===== src/rtl/rsp_pkg.sv =====
// Shared types, character codes and helper functions for the radar speed/range text parser.
// Used by rsp_scanner, rsp_out_stage and the top level; depends on nothing else.
package rsp_pkg;

  // ASCII codes the scanner reacts to.
  localparam logic [7:0] CH_ZERO  = 8'h30;
  localparam logic [7:0] CH_NINE  = 8'h39;
  localparam logic [7:0] CH_MINUS = 8'h2D;
  localparam logic [7:0] CH_DOT   = 8'h2E;

  // Scan phase codes.
  localparam logic [1:0] PH_SEEK = 2'd0;
  localparam logic [1:0] PH_INT  = 2'd1;
  localparam logic [1:0] PH_FRAC = 2'd2;

  // Field index codes.
  localparam logic [1:0] FLD_SPEED = 2'd0;
  localparam logic [1:0] FLD_RANGE = 2'd1;
  localparam logic [1:0] FLD_DONE  = 2'd2;

  localparam logic [7:0] SPEED_MAX = 8'd127;

  typedef struct packed {
    logic signed [7:0] whole;
    logic [7:0]        frac;
    logic              negative;
    logic              found;
  } speed_t;

  typedef struct packed {
    logic [1:0] field;
    logic [1:0] phase;
    logic       sign;
    logic [7:0] low;
    logic       big;
    logic [3:0] frac_digit;
    speed_t     held;
  } scan_state_t;

  typedef struct packed {
    speed_t     speed;
    logic [7:0] range_value;
    logic       range_found;
  } rsp_result_t;

  // Fraction byte round(d * 25.6) for one decimal digit.
  function automatic logic [7:0] frac_byte(input logic [3:0] d);
    logic [7:0] r;
    begin
      case (d)
        4'd1:    r = 8'd26;
        4'd2:    r = 8'd51;
        4'd3:    r = 8'd77;
        4'd4:    r = 8'd102;
        4'd5:    r = 8'd128;
        4'd6:    r = 8'd154;
        4'd7:    r = 8'd179;
        4'd8:    r = 8'd205;
        4'd9:    r = 8'd230;
        default: r = 8'd0;
      endcase
      return r;
    end
  endfunction

  // Closes the number being scanned. The first number is latched as the speed.
  function automatic scan_state_t finish_number(input scan_state_t s);
    scan_state_t n;
    logic [7:0]  mag;
    begin
      n       = s;
      n.phase = PH_SEEK;
      mag     = (s.big || (s.low > SPEED_MAX)) ? SPEED_MAX : s.low;
      if (s.field == FLD_SPEED) begin
        n.held.whole    = s.sign ? (8'd0 - mag) : mag;
        n.held.frac     = frac_byte(s.frac_digit);
        n.held.negative = s.sign;
        n.held.found    = 1'b1;
        n.field         = FLD_RANGE;
      end else if (s.field == FLD_RANGE) begin
        n.field = FLD_DONE;
      end
      return n;
    end
  endfunction

endpackage


===== src/rtl/radar_speed_range_text_parser_unit.sv =====
// Top level of the radar speed/range text parser: input register, scanner, result register.
// Depends on rsp_pkg, rsp_in_stage, rsp_scanner and rsp_out_stage.
//
//   Channel | Handshake             | Payload
//   --------+-----------------------+----------------------------------------------------
//   input   | in_valid_i/in_stall_o | byte_in_i, frame_end_i
//   output  | out_valid_o/out_stall_i| speed_whole_o, speed_frac_o, speed_negative_o,
//           |                       | speed_found_o, range_value_o, range_found_o
//
// One byte is taken per cycle while in_stall_o is low. A byte waits in the input register,
// and the scan state is updated as it leaves; a byte flagged as frame end writes the frame
// result into the result register as it leaves, and out_valid_o comes from that register.
// The only stall is a frame-end byte meeting a full, stalled result register; it reaches
// in_stall_o in the same cycle. Ordinary bytes keep flowing even while a result waits.
// Reset (asynchronous, active low) clears the scan state, which is also cleared after
// every frame end.
module radar_speed_range_text_parser_unit (
  input  logic              clk_i,
  input  logic              rst_ni,
  input  logic              in_valid_i,
  output logic              in_stall_o,
  input  logic [7:0]        byte_in_i,
  input  logic              frame_end_i,
  output logic              out_valid_o,
  input  logic              out_stall_i,
  output logic signed [7:0] speed_whole_o,
  output logic [7:0]        speed_frac_o,
  output logic              speed_negative_o,
  output logic              speed_found_o,
  output logic [7:0]        range_value_o,
  output logic              range_found_o
);
  import rsp_pkg::*;

  logic        s_valid;
  logic [7:0]  s_byte;
  logic        s_end;
  logic        out_blocked;
  logic        hold;
  logic        take;
  rsp_result_t scan_result;
  rsp_result_t out_result;

  // The held byte is blocked only if it ends a frame and the result register cannot
  // take the new result in this cycle.
  assign hold = s_end && out_blocked;
  assign take = s_valid && !hold;

  rsp_in_stage u_in (
    .clk_i       (clk_i),
    .rst_ni      (rst_ni),
    .in_valid_i  (in_valid_i),
    .in_stall_o  (in_stall_o),
    .byte_in_i   (byte_in_i),
    .frame_end_i (frame_end_i),
    .hold_i      (hold),
    .valid_o     (s_valid),
    .byte_o      (s_byte),
    .end_o       (s_end)
  );

  rsp_scanner u_scan (
    .clk_i    (clk_i),
    .rst_ni   (rst_ni),
    .take_i   (take),
    .byte_i   (s_byte),
    .end_i    (s_end),
    .result_o (scan_result)
  );

  rsp_out_stage u_out (
    .clk_i       (clk_i),
    .rst_ni      (rst_ni),
    .load_i      (take && s_end),
    .result_i    (scan_result),
    .out_stall_i (out_stall_i),
    .out_valid_o (out_valid_o),
    .blocked_o   (out_blocked),
    .result_o    (out_result)
  );

  assign speed_whole_o    = out_result.speed.whole;
  assign speed_frac_o     = out_result.speed.frac;
  assign speed_negative_o = out_result.speed.negative;
  assign speed_found_o    = out_result.speed.found;
  assign range_value_o    = out_result.range_value;
  assign range_found_o    = out_result.range_found;

  // A result appears only after a frame-end byte was scanned in the cycle before.
  a_result_from_frame_end: assert property (@(posedge clk_i) disable iff (!rst_ni)
    $rose(out_valid_o) |-> $past(take && s_end))
    else $error("result offered without a scanned frame end");

  // The input side stalls only while a frame-end byte waits on the result register.
  a_stall_cause: assert property (@(posedge clk_i) disable iff (!rst_ni)
    in_stall_o |-> (s_valid && s_end && out_valid_o && out_stall_i))
    else $error("input stalled without a blocked frame end");

  // A range is only ever found after a speed.
  a_range_needs_speed: assert property (@(posedge clk_i) disable iff (!rst_ni)
    (out_valid_o && range_found_o) |-> speed_found_o)
    else $error("range found without speed");

  // A missing speed reports all speed fields as zero.
  a_missing_speed_zero: assert property (@(posedge clk_i) disable iff (!rst_ni)
    (out_valid_o && !speed_found_o) |->
      (speed_whole_o == 8'sd0 && speed_frac_o == 8'd0 && !speed_negative_o))
    else $error("speed fields set without a found speed");

endmodule


===== src/rtl/rsp_in_stage.sv =====
// Input register of the radar speed/range text parser: holds one accepted byte.
// Depends on no package; stall back-pressure comes from the top level.
module rsp_in_stage (
  input  logic       clk_i,
  input  logic       rst_ni,
  input  logic       in_valid_i,
  output logic       in_stall_o,
  input  logic [7:0] byte_in_i,
  input  logic       frame_end_i,
  input  logic       hold_i,
  output logic       valid_o,
  output logic [7:0] byte_o,
  output logic       end_o
);

  logic       valid_q, valid_d;
  logic [7:0] byte_q;
  logic       end_q;
  logic       load;

  // The held byte moves on unless the scanner side is blocked.
  assign in_stall_o = valid_q && hold_i;
  assign load       = in_valid_i && !in_stall_o;
  assign valid_d    = in_stall_o ? 1'b1 : in_valid_i;

  always_ff @(posedge clk_i or negedge rst_ni) begin
    if (!rst_ni) begin
      valid_q <= 1'b0;
    end else begin
      valid_q <= valid_d;
    end
  end

  always_ff @(posedge clk_i) begin
    if (load) begin
      byte_q <= byte_in_i;
      end_q  <= frame_end_i;
    end
  end

  assign valid_o = valid_q;
  assign byte_o  = byte_q;
  assign end_o   = end_q;

endmodule


===== src/rtl/rsp_scanner.sv =====
// Per-byte scan state of the radar speed/range text parser and its update on each taken byte.
// Depends on rsp_pkg for the state types, character codes and finish_number.
module rsp_scanner (
  input  logic                clk_i,
  input  logic                rst_ni,
  input  logic                take_i,
  input  logic [7:0]          byte_i,
  input  logic                end_i,
  output rsp_pkg::rsp_result_t result_o
);
  import rsp_pkg::*;

  scan_state_t state_q, state_d, work;
  logic [7:0]  prev_q, prev_d;
  logic        is_digit;
  logic [3:0]  digit;
  logic [11:0] acc;

  assign is_digit = (byte_i >= CH_ZERO) && (byte_i <= CH_NINE);
  assign digit    = 4'(byte_i - CH_ZERO);
  assign acc      = {1'b0, state_q.low, 3'b000} + {3'b000, state_q.low, 1'b0} + {8'd0, digit};

  always_comb begin
    work = state_q;
    if (state_q.field < FLD_DONE) begin
      unique case (state_q.phase)
        PH_INT: begin
          if (is_digit) begin
            if (acc > 12'd255) begin
              work.big = 1'b1;
            end
            work.low = acc[7:0];
          end else if (byte_i == CH_DOT) begin
            work.phase = PH_FRAC;
          end else begin
            work = finish_number(state_q);
          end
        end
        PH_FRAC: begin
          if (is_digit) begin
            work.frac_digit = digit;
          end
          work = finish_number(work);
        end
        default: begin
          if (is_digit) begin
            work.sign       = (prev_q == CH_MINUS);
            work.low        = {4'd0, digit};
            work.big        = 1'b0;
            work.frac_digit = 4'd0;
            work.phase      = PH_INT;
          end
        end
      endcase
    end
    // A number still open at frame end is closed with what was read.
    if (end_i && (work.phase != PH_SEEK) && (work.field < FLD_DONE)) begin
      work = finish_number(work);
    end

    result_o.speed       = work.held;
    result_o.range_found = (work.field >= FLD_DONE);
    result_o.range_value = 8'd0;
    if (result_o.range_found) begin
      result_o.range_value = work.sign ? (8'd0 - work.low) : work.low;
    end

    state_d = end_i ? '0 : work;
    prev_d  = end_i ? 8'd0 : byte_i;
  end

  always_ff @(posedge clk_i or negedge rst_ni) begin
    if (!rst_ni) begin
      state_q <= '0;
      prev_q  <= 8'd0;
    end else if (take_i) begin
      state_q <= state_d;
      prev_q  <= prev_d;
    end
  end

endmodule


===== src/rtl/rsp_out_stage.sv =====
// Result register of the radar speed/range text parser: one frame result per transfer.
// Depends on rsp_pkg for the result struct.
module rsp_out_stage (
  input  logic                 clk_i,
  input  logic                 rst_ni,
  input  logic                 load_i,
  input  rsp_pkg::rsp_result_t result_i,
  input  logic                 out_stall_i,
  output logic                 out_valid_o,
  output logic                 blocked_o,
  output rsp_pkg::rsp_result_t result_o
);
  import rsp_pkg::*;

  logic        valid_q, valid_d;
  rsp_result_t result_q;

  // A new result may enter only when the register is empty or being drained.
  assign blocked_o = valid_q && out_stall_i;
  assign valid_d   = load_i ? 1'b1 : (valid_q && out_stall_i);

  always_ff @(posedge clk_i or negedge rst_ni) begin
    if (!rst_ni) begin
      valid_q <= 1'b0;
    end else begin
      valid_q <= valid_d;
    end
  end

  always_ff @(posedge clk_i) begin
    if (load_i) begin
      result_q <= result_i;
    end
  end

  assign out_valid_o = valid_q;
  assign result_o    = result_q;

endmodule


===== config.mk =====
export PLATFORM = sky130hd
export DESIGN_NAME = radar_speed_range_text_parser_unit
export DESIGN_NICKNAME = d
export VERILOG_FILES = /design/src/rtl/rsp_pkg.sv /design/src/rtl/radar_speed_range_text_parser_unit.sv /design/src/rtl/rsp_in_stage.sv /design/src/rtl/rsp_scanner.sv /design/src/rtl/rsp_out_stage.sv
export SDC_FILE = /design/constraint.sdc
export NUM_CORES = 1
export LEC_CHECK = 0
export BUFFER_PORTS_ARGS = -buffer_cell sky130_fd_sc_hd__buf_2
export CORE_UTILIZATION = 55
export CTS_BUF_LIST = sky130_fd_sc_hd__clkbuf_2 sky130_fd_sc_hd__clkbuf_4 sky130_fd_sc_hd__clkbuf_8
export DETAILED_ROUTE_END_ITERATION = 6
export PLACE_DENSITY = 0.86
export SLEW_MARGIN = 0
export SYNTH_ARGS = -nofsm -noshare
export SYNTH_HDL_FRONTEND = slang
export SYNTH_SLANG_ARGS = --single-unit

===== constraint.sdc =====
create_clock -name clk_i -period 6.5 [get_ports clk_i]
set_input_delay 0.65 -clock clk_i [delete_from_list [all_inputs] [get_ports clk_i]]
set_output_delay 0.65 -clock clk_i [all_outputs]
set_load 0.02 [all_outputs]

Word level (Yosys, flattened, before mapping):

Memory sizes are Yosys's and may differ from the RTL's.
Index checks and enable logic that the tools add are counted.

* add/subtract/negate cells: 6
* $mul: 0
* divide/modulo/power cells: 0
* magnitude comparators: 8
* equality and inequality tests: 6
* shifts and indexed selects: 0
* multiplexer cells: 32
* bitwise operators: 0
* reductions and logical operators: 16

Operators by type and width (number)
* 36-bit two-way mux: 3
* 18-bit two-way mux: 5
* 8-bit two-way mux: 6
* 18-bit one-hot mux with 2 select lines: 1
* 16-bit one-hot mux with 2 select lines: 1
* 1-bit by 8-bit subtractor with 8-bit output (first input constant): 3
* 8-bit by 6-bit equality test with 1-bit output (second input constant): 2
* 8-bit by 7-bit > comparator with 1-bit output (second input constant): 2
* 16-bit two-way mux: 1
* 11-bit by 9-bit adder with 12-bit output: 1
* 12-bit by 4-bit adder with 12-bit output: 1
* 12-bit by 8-bit > comparator with 1-bit output (second input constant): 1
* 2-bit two-way mux: 6
* 4-bit two-way mux: 3
* 1-bit logical AND: 9
* 9-bit two-way mux: 1
* 8-bit by 6-bit greater-or-equal comparator with 1-bit output (second input constant): 1
* 8-bit by 6-bit <= comparator with 1-bit output (second input constant): 1
* 2-bit by 1-bit equality test with 1-bit output (second input constant): 3
* 5-bit two-way mux: 1
* 2-bit logical NOT: 2
* 2-bit less-than comparator (second input constant): 2
* 2-bit one-hot mux with 2 select lines: 1
* 4-bit by 1-bit subtractor with 4-bit output (second input constant): 1
* other kinds (6): 10

* register bits after elaboration: 82
* bits in latches: 0
* memory bits (writable): 0
* memory bits (read-only): 384
* input bits: 13
* output and inout port bits: 29
* memories kept: 3

Memory list
* (name not given): words 16, bits a word 8, read ports 1, clocked after memory_dff 0, write ports 0, RTL line rsp_pkg.sv:50 `case (d)`
* (name not given): words 16, bits a word 8, read ports 1, clocked after memory_dff 0, write ports 0, RTL line rsp_pkg.sv:50
* (name not given): words 16, bits a word 8, read ports 1, clocked after memory_dff 0, write ports 0, RTL line rsp_pkg.sv:50

Depth between registers and ports, before layout:

Gate-level depths: netlist of run 1.

* word-level depth: 19
* depth in mapped cells: 18
* gate-level depth less buffers: 16

Hierarchy:

A second synthesis of run 1 with hierarchy kept.

* cell total of the unflattened synthesis: 601
* area total of the unflattened synthesis: 5796.8 um2

Modules (own cells, without submodules)
* rsp_scanner: times used 1, cells an instance 555, area each 4604.4 um2
* rsp_out_stage: times used 1, cells an instance 30, area each 849.6 um2
* rsp_in_stage: times used 1, cells an instance 13, area each 320.3 um2
* radar_speed_range_text_parser_unit: times used 1, cells an instance 3, area each 22.5 um2

Worst setup path after synthesis of run 1:

No wires, ideal clock.

* path type: flip-flop to flip-flop
* start point: reg u_in.byte_q[3], in the netlist u_in.byte_o[3]
* end point: reg u_out.result_q (netlist bit u_out.result_o[23]) (data pin)
* data arrival time: 3826 ps
* slack: 2416 ps
* stages on the path, launching flop included: 18
* buffers on the path: 2
* period minus slack after synthesis: 4084 ps
* cells stage by stage: edfxtp_1 > buf_2 > inv_1 > fa_1 > inv_1 > ha_1 > a21o_1 > and4_1 > or2_2 > xor2_1 > a22o_1 > o21bai_1 > clkbuf_1 > nor2_1 > ha_1 > nand2_1 > a2111o_1 > o221a_2

RTL lines
* start, declared: RTL line rsp_in_stage.sv:17 `logic [7:0] byte_q;`
* start signal, assigned: RTL line rsp_in_stage.sv:36 `byte_q <= byte_in_i;`
* end signal, assigned: RTL line rsp_out_stage.sv:32 `result_q <= result_i;`
* end, declared: RTL line rsp_out_stage.sv:16 `rsp_result_t result_q;`

==> metrics.md, run 1 <==
| Metric | Value |
|---|---|
| Status | complete, but fails checks |
| Failing checks | capacitance limit |
| Buf/Inv on CP | 1 |
| Via density | between 6 and 7 |
| Netlist cell types | 80 |
| Ys Warns | 0 |
| Post-CTS Setup Bufs | 0 |
| ANT nets after route | 0 |
| Detailed Place HPWL | roughly 11,000 um |
| Total Power | roughly 1.1 mW |
| WL per Instance | slightly below 20 um |
| Placed cell count | roughly 770 |
| Die area | ~11,000 um^2 |
| Vias in the first global route | between 5,000 and 6,000 |
| CTS H-tree lvls | 3 |
| Residual DRC | 0 |
| Die W | between 100 and 150 um |
| I/O pin total | 42 |
| Mapped Nets | approximately 700 |
| Slowest CP cell | o21bai_1 |
| DRT Pass-1 Iters | 6 |
| Final setup violation count | 0 |
| Tcrit/Tclk final | 0.750 |
| Worst-margin pin slew | about 1.5 ns |
| Gate Count Post-Synth | ~630 |
| Starting Density | 0.567 |
| CP max stage delay | slightly below 0.8 ns |
| R2R setup slack | ~1.6 ns |
| Post-synth EDFFs | 36 |
| CP endpoint kind | register |
| RSZ-0062 raised after global routing | no |
| GR Overflow Total | 0 |
| Share of cells above drive strength 1 | 0.124 |
| WS Path Type | register to register |
| #FFs+latches synth | a little over 80 |
| Worst-case clock buffer depth | 2 |
| Vias | 5,285 |
| Post-synthesis sequential area ratio | 0.383 |
| PwrDens | ~170 nW/um^2 |
| Synthesized area | ~6000 um^2 |
| Syn avg cell area | a little over 9 um^2 |
| Top_reg_cell synth | dfrtp_1 |
| Cell row count | 37 |
| Final setup skew | roughly 0.013 ns |
| Area growth syn-to-layout | 7.25% |
| Fillers | approximately 900 |
| Pin count of the biggest net entering global routing | 47 |
| Total of max-cap violations | 1 |
| Number of port buffers | between 40 and 50 |
| WP data arrival | approximately 5.0 ns |
| Diodes inserted | 0 |
| Final GP Congestion | roughly 0.95 |
| Share of flip-flops with an asynchronous set or reset | 0.561 |
| CTS hold repair buffers | 0 |
| Top cell family by delay on the critical path | compound AO/OA/AOI/OAI gates |
| Skew-Pair Late Insertion Delay | roughly 0.38 ns |
| First-pass GRT wire length | ~25,000 um |
| Overall Global Routing Usage | 0.290 |
| Fin. Hold Viols | 0 |
| Hold crit path type | input pin to register |
| Setup_tns | 0 ns |
| Num Clock Sinks | just over 80 |
| Num CTS Buffers | 9 |
| CP cell instances | inv_1 -> fa_1 -> fa_1 -> nor2b_1 -> o2111ai_1 -> and2_1 -> a211oi_1 -> a311oi_1 -> o21bai_1 -> nor2_1 -> ha_1 -> nor3_1 -> mux2i_1 -> and3_1 |
| CP required | about 6.6 ns |
| CTS tree | done |
| CP most frequent cell | fa_1 |
| Clk root buf | clkbuf_8 |
| Startpoint Class | register |
| Max Slew Vio Count | 0 |
| DRT Wirelength | 15,600 um |
| Core area | 10,300 um^2 |
| Worst VDD drop | approximately 0.15 mV |
| Final Non-Filler Cells | 788 |
| Fmax | 0.205 GHz |
| NumNets Final | 702 |
| Max_slew headroom | 0.000125 |
| First DRT Iteration DRCs | slightly below 600 |
| Leak pwr | ~2.6 nW |
| Crit-path max FO | 13 |
| Clk slew on worst S/H paths | 0.10 ns |
| Post-layout min period | about 5 ns |
| WHS | approximately 0.45 ns |
| Die Y-Extent | between 100 and 150 um |
| Initial antenna violation count | 0 |
| Cts repair resizes | 0 |
[layout by cell type, fill, tap and decap left out, types with 9 or more instances in the layout]
cell type  instances
o21ai_0           41
nand3b_1          10
ha_1              40
dfrtp_1           46
buf_2             41
xnor2_1            9
nor3_1            11
o22ai_1           12
a21oi_1           34
and2_1             9
nand2_1           64
edfxtp_1          36
inv_1             31
nor2_1            48
mux2i_1           13
o21a_1             9
o31ai_1            9
clkbuf_8           9
a22o_1            19
[sequential cells by signal, indices dropped and copies added (netlist names)]
signal / count
u_scan.state_q: 36
u_out.result_o: 27
u_in.byte_o: 8
u_scan.prev_q: 8
u_in.end_o: 1
u_in.valid_o: 1
u_out.out_valid_o: 1
[where the power goes]
group | switching, mW | internal, mW
combinational | 0.0930 | 0.0424
sequential | 0.0177 | 0.563
clock | 0.227 | 0.149
[final cells by class]
type,count,area [um^2],area share
sequential,82,2230,0.357
clock inverter,7,71.3,0.0114
inverter,32,125,0.0200
timing repair buffer,43,220,0.0352
tap,136,170,0.0272
clock buffer,9,124,0.0198
multi-input combinational,479,3310,0.529
[metrics by stage]
stage	setup slack (ns)	utilization	cell area (um^2)
finish	1.62	0.608	6250
global route	1.31	0.608	6250
CTS	1.68	0.608	6250
detailed placement	1.71	0.589	6060
global placement	2.01	0.589	6060
floorplan	2.42	-	5830
[worst paths after layout]
kind	cells after the start	from	end
setup reg to reg	14	u_in.byte_o[3]$_DFFE_PP_	u_out.result_o[21]$_DFFE_PP_
max in group asynchronous	1	rst_ni	u_scan.state_q[28]$_DFFE_PN0P_
min in group asynchronous	1	rst_ni	u_scan.state_q[18]$_DFFE_PN0P_
hold reg to reg	2	u_scan.prev_q[0]$_DFFE_PN0P_	u_scan.prev_q[0]$_DFFE_PN0P_
hold / removal	1	byte_in_i[0]	u_in.byte_o[0]$_DFFE_PP_
setup / recovery	14	u_in.byte_o[3]$_DFFE_PP_	u_out.result_o[21]$_DFFE_PP_
[cell families after synthesis]
group,share of synthesized area
adders and majority gates,0.0927
DFF,0.383
muxes,0.0281
buffers and inverters,0.0494
AOI/OAI and AO/OA,0.253
and+or+nand+nor,0.178
xor gates and xnor gates,0.0165
[Yosys cell counts (8+ instances only)]
library cell  number  area (um^2)
nand2_1           64          240
nor2_1            48          180
dfrtp_1           46         1150
o21ai_0           41          205
ha_1              40          500
edfxtp_1          36         1080
a21oi_1           34          170
inv_1             31          116
clkbuf_1          30          113
a22o_1            19          166
mux2i_1           13          130
o22ai_1           12         75.1
nor3_1            11         55.1
nand3b_1          10         75.1
and2_1             9         56.3
o21a_1             9         67.6
o31ai_1            9         67.6
xnor2_1            9         78.8
a31oi_1            8         50.1
nand3_1            8         40.0
[routing by layer]
layer,track usage,share of wire,vias to the layer above
li1,-,-,2398
met1,0.377,0.40,2507
met2,0.469,0.46,324
met3,0.0505,0.10,56
met4,0.137,0.034,0
met5,0,0,-
Power figures use the tool's default switching activity.
==> run 2, diff against run 1 <==
Clock period 6.5 ns to 5 ns, I/O delays scaled along.
==> metrics.md, run 2 (synthesis results as in run 1) <==
| Metric | Value |
|---|---|
| Status | finished, final reports clean (was complete, but fails checks) |
| Clk slew on worst S/H paths | 0.08 ns (was 0.10 ns) |
| Grt peak-use layer | met2 (unchanged) |
| Met1 Track Usage GR | 0.365 (was 0.377) |
| Number of port buffers | 41 (unchanged) |
| Cell row count | 37 (unchanged) |
| Fillers | 877 (was 886) |
| Most frequent cells in the layout | nand2_1, nor2_1, dfrtp_1 (unchanged) |
| Final setup skew | 0.0191 ns (was 0.0126 ns) |
| Max_slew headroom | 0.0422 (was 0.000125) |
| Diodes inserted | 0 (unchanged) |
| PwrDens | 232 nW/um^2 (was 175 nW/um^2) |
| Final setup violation count | 0 (unchanged) |
| Die Y-Extent | 105 um (unchanged) |
| Post-CTS Setup Bufs | 0 (unchanged) |
| Worst VDD drop | 0.246 mV (was 0.153 mV) |
| Final Non-Filler Cells | 789 (was 788) |
| Worst-case clock buffer depth | 2 (unchanged) |
| Vias in the first global route | 4,922 (was 5,059) |
| Final GP Congestion | 0.983 (was 0.952) |
| Worst-margin pin slew | 1.43 ns (was 1.49 ns) |
| Hold path endpoint | u_in.byte_o[1]$_DFFE_PP_ (was u_in.byte_o[0]$_DFFE_PP_) |
| Core area | 10,300 um^2 (unchanged) |
| Met3 usage | 0.0755 (was 0.0505) |
| CTS tree | done (unchanged) |
| Startpoint Class | register (unchanged) |
| R2R depth | 14 (unchanged) |
| RSZ-0062 raised after global routing | no (unchanged) |
| Reg2reg start | u_in.byte_o[3]$_DFFE_PP_ (unchanged) |
| Pin count of the biggest net entering global routing | 47 (unchanged) |
| Area growth syn-to-layout | 7.64% (was 7.25%) |
| Max Slew Vio Count | 0 (unchanged) |
| Fin. Hold Viols | 0 (unchanged) |
| I/O pin total | 42 (unchanged) |
| CTS hold repair buffers | 0 (unchanged) |
| First DRT Iteration DRCs | 571 (was 587) |
| Final Cell Area | 6270 um^2 (was 6250 um^2) |
| Placed cell count | 773 (was 772) |
| Skew-Pair Late Insertion Delay | 0.39 ns (was 0.38 ns) |
| Die area | 11,000 um^2 (unchanged) |
| ANT nets after route | 0 (unchanged) |
| First-pass GRT wire length | 24,400 um (was 25,100 um) |
| Num Clock Sinks | 82 (unchanged) |
| DRT Wirelength | 15,300 um (was 15,600 um) |
| WS Path Type | register to register (unchanged) |
| Fmax | 0.219 GHz (was 0.205 GHz) |
| Residual DRC | 0 (unchanged) |
| CP endpoint kind | register (unchanged) |
| Die W | 105 um (unchanged) |
| Leak pwr | 2.65 nW (was 2.62 nW) |
| Placed cell area | 6060 um^2 (about the same) |
| CP max stage delay | 0.55 ns (was 0.77 ns) |
| R2R setup slack | 0.42 ns (was 1.62 ns) |
| Worst hold stages | 1 (unchanged) |
| Detailed Place HPWL | 10,900 um (was 11,200 um) |
| Post-layout min period | 4.58 ns (was 4.88 ns) |
| CP cell instances | inv_1 -> fa_1 -> fa_1 -> nor2b_1 -> o2111ai_1 -> and2_1 -> a211oi_1 -> a311oi_1 -> o21bai_1 -> nor2_1 -> ha_1 -> nor3_1 -> mux2i_1 -> and3_1 (unchanged) |
| Clk root buf | clkbuf_8 (unchanged) |
| CP most frequent cell | fa_1 (unchanged) |
| Share of cells above drive strength 1 | 0.126 (was 0.124) |
| CP required | 5.14 ns (was 6.63 ns) |
| Total of max-cap violations | 0 (was 1) |
| Setup_tns | 0 ns (unchanged) |
| Tcrit/Tclk final | 0.915 (was 0.750) |
| R2R Path End | u_out.result_o[21]$_DFFE_PP_ (unchanged) |
| NumNets Final | 703 (was 702) |
| Worst Hold Launch | byte_in_i[1] (was byte_in_i[0]) |
| GR Overflow Total | 0 (unchanged) |
| Vias | 5,274 (was 5,285) |
| Final core area utilization | 0.611 (was 0.608) |
| Starting Density | 0.567 (unchanged) |
| Largest register FFs | 36 (unchanged) |
| Hold crit path type | input pin to register (unchanged) |
| WP data arrival | 4.72 ns (was 5.01 ns) |
| Most common cell after layout, fill and taps aside | nand2_1 (unchanged) |
| Cts repair resizes | 0 (unchanged) |
| Via density | 6.68 (was 6.71) |
| Num CTS Buffers | 9 (unchanged) |
| CTS H-tree lvls | 3 (unchanged) |
| DRT Pass-1 Iters | 7 (was 6) |
| Largest reg by FF count | u_scan.state_q (unchanged) |
| Overall Global Routing Usage | 0.287 (was 0.290) |
| Met2 usage | 0.454 (was 0.469) |
| Slowest CP cell | fa_1 (was o21bai_1) |
| Initial antenna violation count | 0 (unchanged) |
| Crit-path max FO | 8 (was 13) |
| WL per Instance | 19.4 um (was 19.8 um) |
run 2: worst max-delay path by stage:
stage               slack [ns]  cells after the start                      from                            to
detailed placement        0.58                     14  u_in.byte_o[3]$_DFFE_PP_  u_out.result_o[21]$_DFFE_PP_
finish                    0.42                     14  u_in.byte_o[3]$_DFFE_PP_  u_out.result_o[21]$_DFFE_PP_
global placement          0.85                     14  u_in.byte_o[3]$_DFFE_PP_  u_out.result_o[21]$_DFFE_PP_
CTS                       0.50                     14  u_in.byte_o[3]$_DFFE_PP_  u_out.result_o[21]$_DFFE_PP_
global route              0.19                     14  u_in.byte_o[3]$_DFFE_PP_  u_out.result_o[21]$_DFFE_PP_
floorplan                 0.92                     17  u_in.byte_o[3]$_DFFE_PP_  u_out.result_o[23]$_DFFE_PP_
run 2: per-layer routing:
| layer | vias to the layer above | routed length (um) |
|---|---|---|
| li1 | 2407 | - |
| met1 | 2490 | 6230 |
| met2 | 333 | 7200 |
| met3 | 44 | 1510 |
| met4 | 0 | 409 |
| met5 | - | 0 |
run 2: per-stage QoR:
step	hold WS, ns	worst slack [ns]	power, mW
finish	0.292	0.423	1.46
global route	0.276	0.189	1.50
CTS	0.279	0.504	1.46
detailed placement	0.458	0.576	0.941
global placement	0.446	0.847	0.935
floorplan	0.204	0.916	0.883
run 2: cell type report:
class,count,area [um^2],share of cell area
repair buffers,44,228,0.0363
clock inverters,6,72.6,0.0116
clock buffers,10,138,0.0219
multi-input cells,479,3310,0.527
flip-flops and latches,82,2230,0.356
inverters,32,125,0.0199
well taps,136,170,0.0271
run 2: critical path, delay by kind of cell, from the launching register on:
family | cells | cell delay [ns]
mux | 1 | 0.12
compound gates | 4 | 1.17
buf+inv | 1 | 0.16
simple gates | 5 | 1.05
flops | 1 | 0.54
fa+ha+maj | 3 | 1.30
run 2: where the power goes:
group          switching, mW  leakage, nW  internal, mW
logic                  0.121         1.56        0.0552
clock network          0.274        0.109         0.251
registers             0.0236        0.978         0.732
total                  0.418         2.65          1.04
==> run 3, diff against run 2 <==
Settings changed: SYNTH_HIERARCHICAL from default to 1.
Clock period 5 ns to 4.9 ns, I/O delays scaled along.
==> metrics.md, run 3 <==
| Metric | Value |
|---|---|
| Status | finished, final reports clean (unchanged) |
| GR Overflow Total | 0 (unchanged) |
| Residual DRC | 0 (unchanged) |
| I/O pin total | 42 (unchanged) |
| Clk root buf | clkbuf_8 (unchanged) |
| WL per Instance | 20.0 um (was 19.4 um) |
| ANT nets after route | 0 (unchanged) |
| Most common cell after layout, fill and taps aside | nor2_1 (was nand2_1) |
| PwrDens | 275 nW/um^2 (was 232 nW/um^2) |
| Worst VDD drop | 0.148 mV (was 0.246 mV) |
| NumNets Final | 683 (was 703) |
| Num Clock Sinks | 82 (unchanged) |
| Num CTS Buffers | 9 (unchanged) |
| Worst-case clock buffer depth | 2 (unchanged) |
| Largest register FFs | 36 (unchanged) |
| Fmax | 0.219 GHz (about the same) |
| Final setup skew | 0.00988 ns (was 0.0191 ns) |
| Total Power | 1.74 mW (was 1.46 mW) |
| Fillers | 865 (was 877) |
| Largest reg by FF count | u_scan/state_q (was u_scan.state_q) |
| Max_slew headroom | 0.267 (was 0.0422) |
| First DRT Iteration DRCs | 760 (was 571) |
| Total of max-cap violations | 0 (unchanged) |
| Setup_tns | 0 ns (unchanged) |
| Vias in the first global route | 4,911 (was 4,922) |
| #FFs+latches synth | 82 (unchanged) |
| CP endpoint kind | register (unchanged) |
| Die W | 105 um (about the same) |
| Overall Global Routing Usage | 0.294 (was 0.287) |
| Mapped Nets | 654 (was 687) |
| Crit-path max FO | 5 (was 8) |
| Max Slew Vio Count | 0 (unchanged) |
| First-pass GRT wire length | 25,400 um (was 24,400 um) |
| Post-layout min period | 4.57 ns (was 4.58 ns) |
| Detailed Place HPWL | 11,100 um (was 10,900 um) |
| WHS | 0.291 ns (was 0.292 ns) |
| Final GP Congestion | 0.960 (was 0.983) |
| Largest family of logic cells by synthesized area | compound AO/OA/AOI/OAI gates (unchanged) |
| Post-synthesis sequential area ratio | 0.385 (was 0.383) |
| Most frequent cells in the layout | nor2_1, dfrtp_1, buf_2 (was nand2_1, nor2_1, dfrtp_1) |
| Adder-cell area share of the yosys netlist | 0.0889 (was 0.0927) |
| CP required | 5.03 ns (was 5.14 ns) |
| Die area | 11,000 um^2 (about the same) |
| DRT Wirelength | 15,400 um (was 15,300 um) |
| RSZ-0062 raised after global routing | no (unchanged) |
| WP data arrival | 4.70 ns (was 4.72 ns) |
| Post-synthesis mux area share | 0.0300 (was 0.0281) |
| DRT Pass-1 Iters | 6 (was 7) |
| Top cells by area, synth | dfrtp_1, edfxtp_1, ha_1 (unchanged) |
| Fin. Hold Viols | 0 (unchanged) |
| Leak pwr | 2.60 nW (was 2.65 nW) |
| Final setup violation count | 0 (unchanged) |
| Compound-Gate Fraction of Synth Area | 0.278 (was 0.253) |
| CP max stage delay | 0.56 ns (was 0.55 ns) |
| Core area | 10,300 um^2 (unchanged) |
| Via density | 6.82 (was 6.68) |
| CTS H-tree lvls | 3 (unchanged) |
| Area growth syn-to-layout | 8.98% (was 7.64%) |
| Share of flip-flops with an asynchronous set or reset | 0.561 (unchanged) |
| Starting Density | 0.564 (was 0.567) |
| WS Path Type | register to register (unchanged) |
| Top_reg_cell synth | dfrtp_1 (unchanged) |
| Number of port buffers | 41 (unchanged) |
| Diodes inserted | 0 (unchanged) |
| Initial antenna violation count | 0 (unchanged) |
| Post-synthesis xor/xnor area fraction | 0.0166 (was 0.0165) |
| Vias | 5,262 (was 5,274) |
| Area of the multi-input gates | 3300 um^2 (was 3310 um^2) |
| Worst-margin pin slew | 1.10 ns (was 1.43 ns) |
| Synth cell count leaders | nor2_1, dfrtp_1, ha_1 (was nand2_1, nor2_1, dfrtp_1) |
| Hold crit path type | input pin to register (unchanged) |
| Ys Warns | 6 (was 0) |
| Largest area contributor in the netlist | dfrtp_1 (unchanged) |
| CTS tree | done (unchanged) |
| Clk slew on worst S/H paths | 0.09 ns (was 0.08 ns) |
| Skew-Pair Late Insertion Delay | 0.37 ns (was 0.39 ns) |
| Gate Count Post-Synth | 601 (was 632) |
| Share of cells above drive strength 1 | 0.162 (was 0.126) |
| Die Y-Extent | 105 um (about the same) |
| Share of the synthesized area in the top cell type | 0.199 (was 0.197) |
| CP cell instances | inv_1 -> fa_1 -> inv_1 -> fa_1 -> a211o_1 -> a211oi_1 -> o41a_1 -> a2111oi_2 -> o21ai_0 -> nor2b_1 -> ha_1 -> nor2_1 -> nor4b_1 -> a21oi_1 -> and3_1 (was inv_1 -> fa_1 -> fa_1 -> nor2b_1 -> o2111ai_1 -> and2_1 -> a211oi_1 -> a311oi_1 -> o21bai_1 -> nor2_1 -> ha_1 -> nor3_1 -> mux2i_1 -> and3_1) |
| Pin count of the biggest net entering global routing | 47 (unchanged) |
| Sequential cell area | 2230 um^2 (unchanged) |
| Synthesized area | 5800 um^2 (was 5830 um^2) |
| Slowest CP cell | fa_1 (unchanged) |
| Netlist cell types | 78 (was 80) |
| Synth Area in Simple Gates | 0.154 (was 0.178) |
| Most common cell in the netlist | nor2_1 (was nand2_1) |
| Tcrit/Tclk final | 0.932 (was 0.915) |
| Startpoint Class | register (unchanged) |
| Cts repair resizes | 0 (unchanged) |
| Syn avg cell area | 9.65 um^2 (was 9.22 um^2) |
| Cell row count | 37 (unchanged) |
| Post-synth EDFFs | 36 (unchanged) |
## run 3: cell count changes after synthesis, sizes merged, moves of 6 or more
cell,delta
o2bb2ai,+20
nor2b,+10
a22oi,+6
nand3b,-6
a22o,-14
o21ai,-12
nand2,-32
o31ai,-6
a31o,+7
or2,+6
## run 3: stage by stage
| step | utilization | instances | setup WS (ns) | instance area (um^2) |
|---|---|---|---|---|
| after floorplan | - | 601 | 0.698 | 5800 |
| after global placement | 0.593 | 753 | 0.559 | 6100 |
| after detailed placement | 0.593 | 753 | 0.305 | 6100 |
| after CTS | 0.613 | 769 | 0.293 | 6300 |
| after global routing | 0.615 | 771 | 0.110 | 6320 |
| final | 0.615 | 771 | 0.333 | 6320 |
## run 3: final cells by class
class | instances | share of cell area
Clock inverter | 6 | 0.0103
Clock buffer | 10 | 0.0218
Sequential cell | 82 | 0.353
Inverter | 32 | 0.0190
Timing Repair Buffer | 53 | 0.0467
Multi-Input combinational cell | 452 | 0.522
Tap cell | 136 | 0.0269
## run 3: final timing paths
check                                              start                             end  cells after the start  slack (ns)
min                                         byte_in_i[4]        u_in/byte_o[4]$_DFFE_PP_                      1        0.29
min in group asynchronous                         rst_ni  u_scan/state_q[20]$_DFFE_PN0P_                      1        0.31
min reg2reg                u_scan/state_q[1]$_DFFE_PN0P_   u_scan/state_q[1]$_DFFE_PN0P_                      1        0.49
max in group asynchronous                         rst_ni  u_scan/state_q[33]$_DFFE_PN0P_                      1        3.90
max reg2reg                     u_in/byte_o[3]$_DFFE_PP_    u_out/result_o[21]$_DFFE_PP_                     15        0.33
max                             u_in/byte_o[3]$_DFFE_PP_    u_out/result_o[21]$_DFFE_PP_                     15        0.33
## run 3: power breakdown
group	total [mW]	internal [mW]	switching, mW	leakage, nW
clock network	0.514	0.250	0.264	0.103
registers	0.816	0.779	0.0369	0.975
logic	0.410	0.144	0.266	1.52
## run 3: routing by layer
metal,wire length (um),global-route usage
met5,0,0
met4,502,0.122
met3,1290,0.0605
met2,7110,0.460
met1,6540,0.398
## run 3: critical path: cells and delay by family (launching register included)
kind	cells	cell delay [ns]
fa+ha+maj	3	1.31
buf+inv	2	0.21
flops	1	0.47
compound gates	6	1.49
simple gates	4	0.85
## run 3: kinds of logic after synthesis
| group | after synthesis |
|---|---|
| adders and majority gates | 40 |
| and+or+nand+nor | 168 |
| AOI/OAI and AO/OA | 216 |
| muxes | 17 |
| buffers and inverters | 67 |
| DFF | 82 |
| xor gates and xnor gates | 11 |
## run 3: timing repair
item / 4_1_cts / 5_1_grt
endpoints found under the setup margin: 0 / 1
setup buffers: 0 / 2
hold buffers: 0 / 0
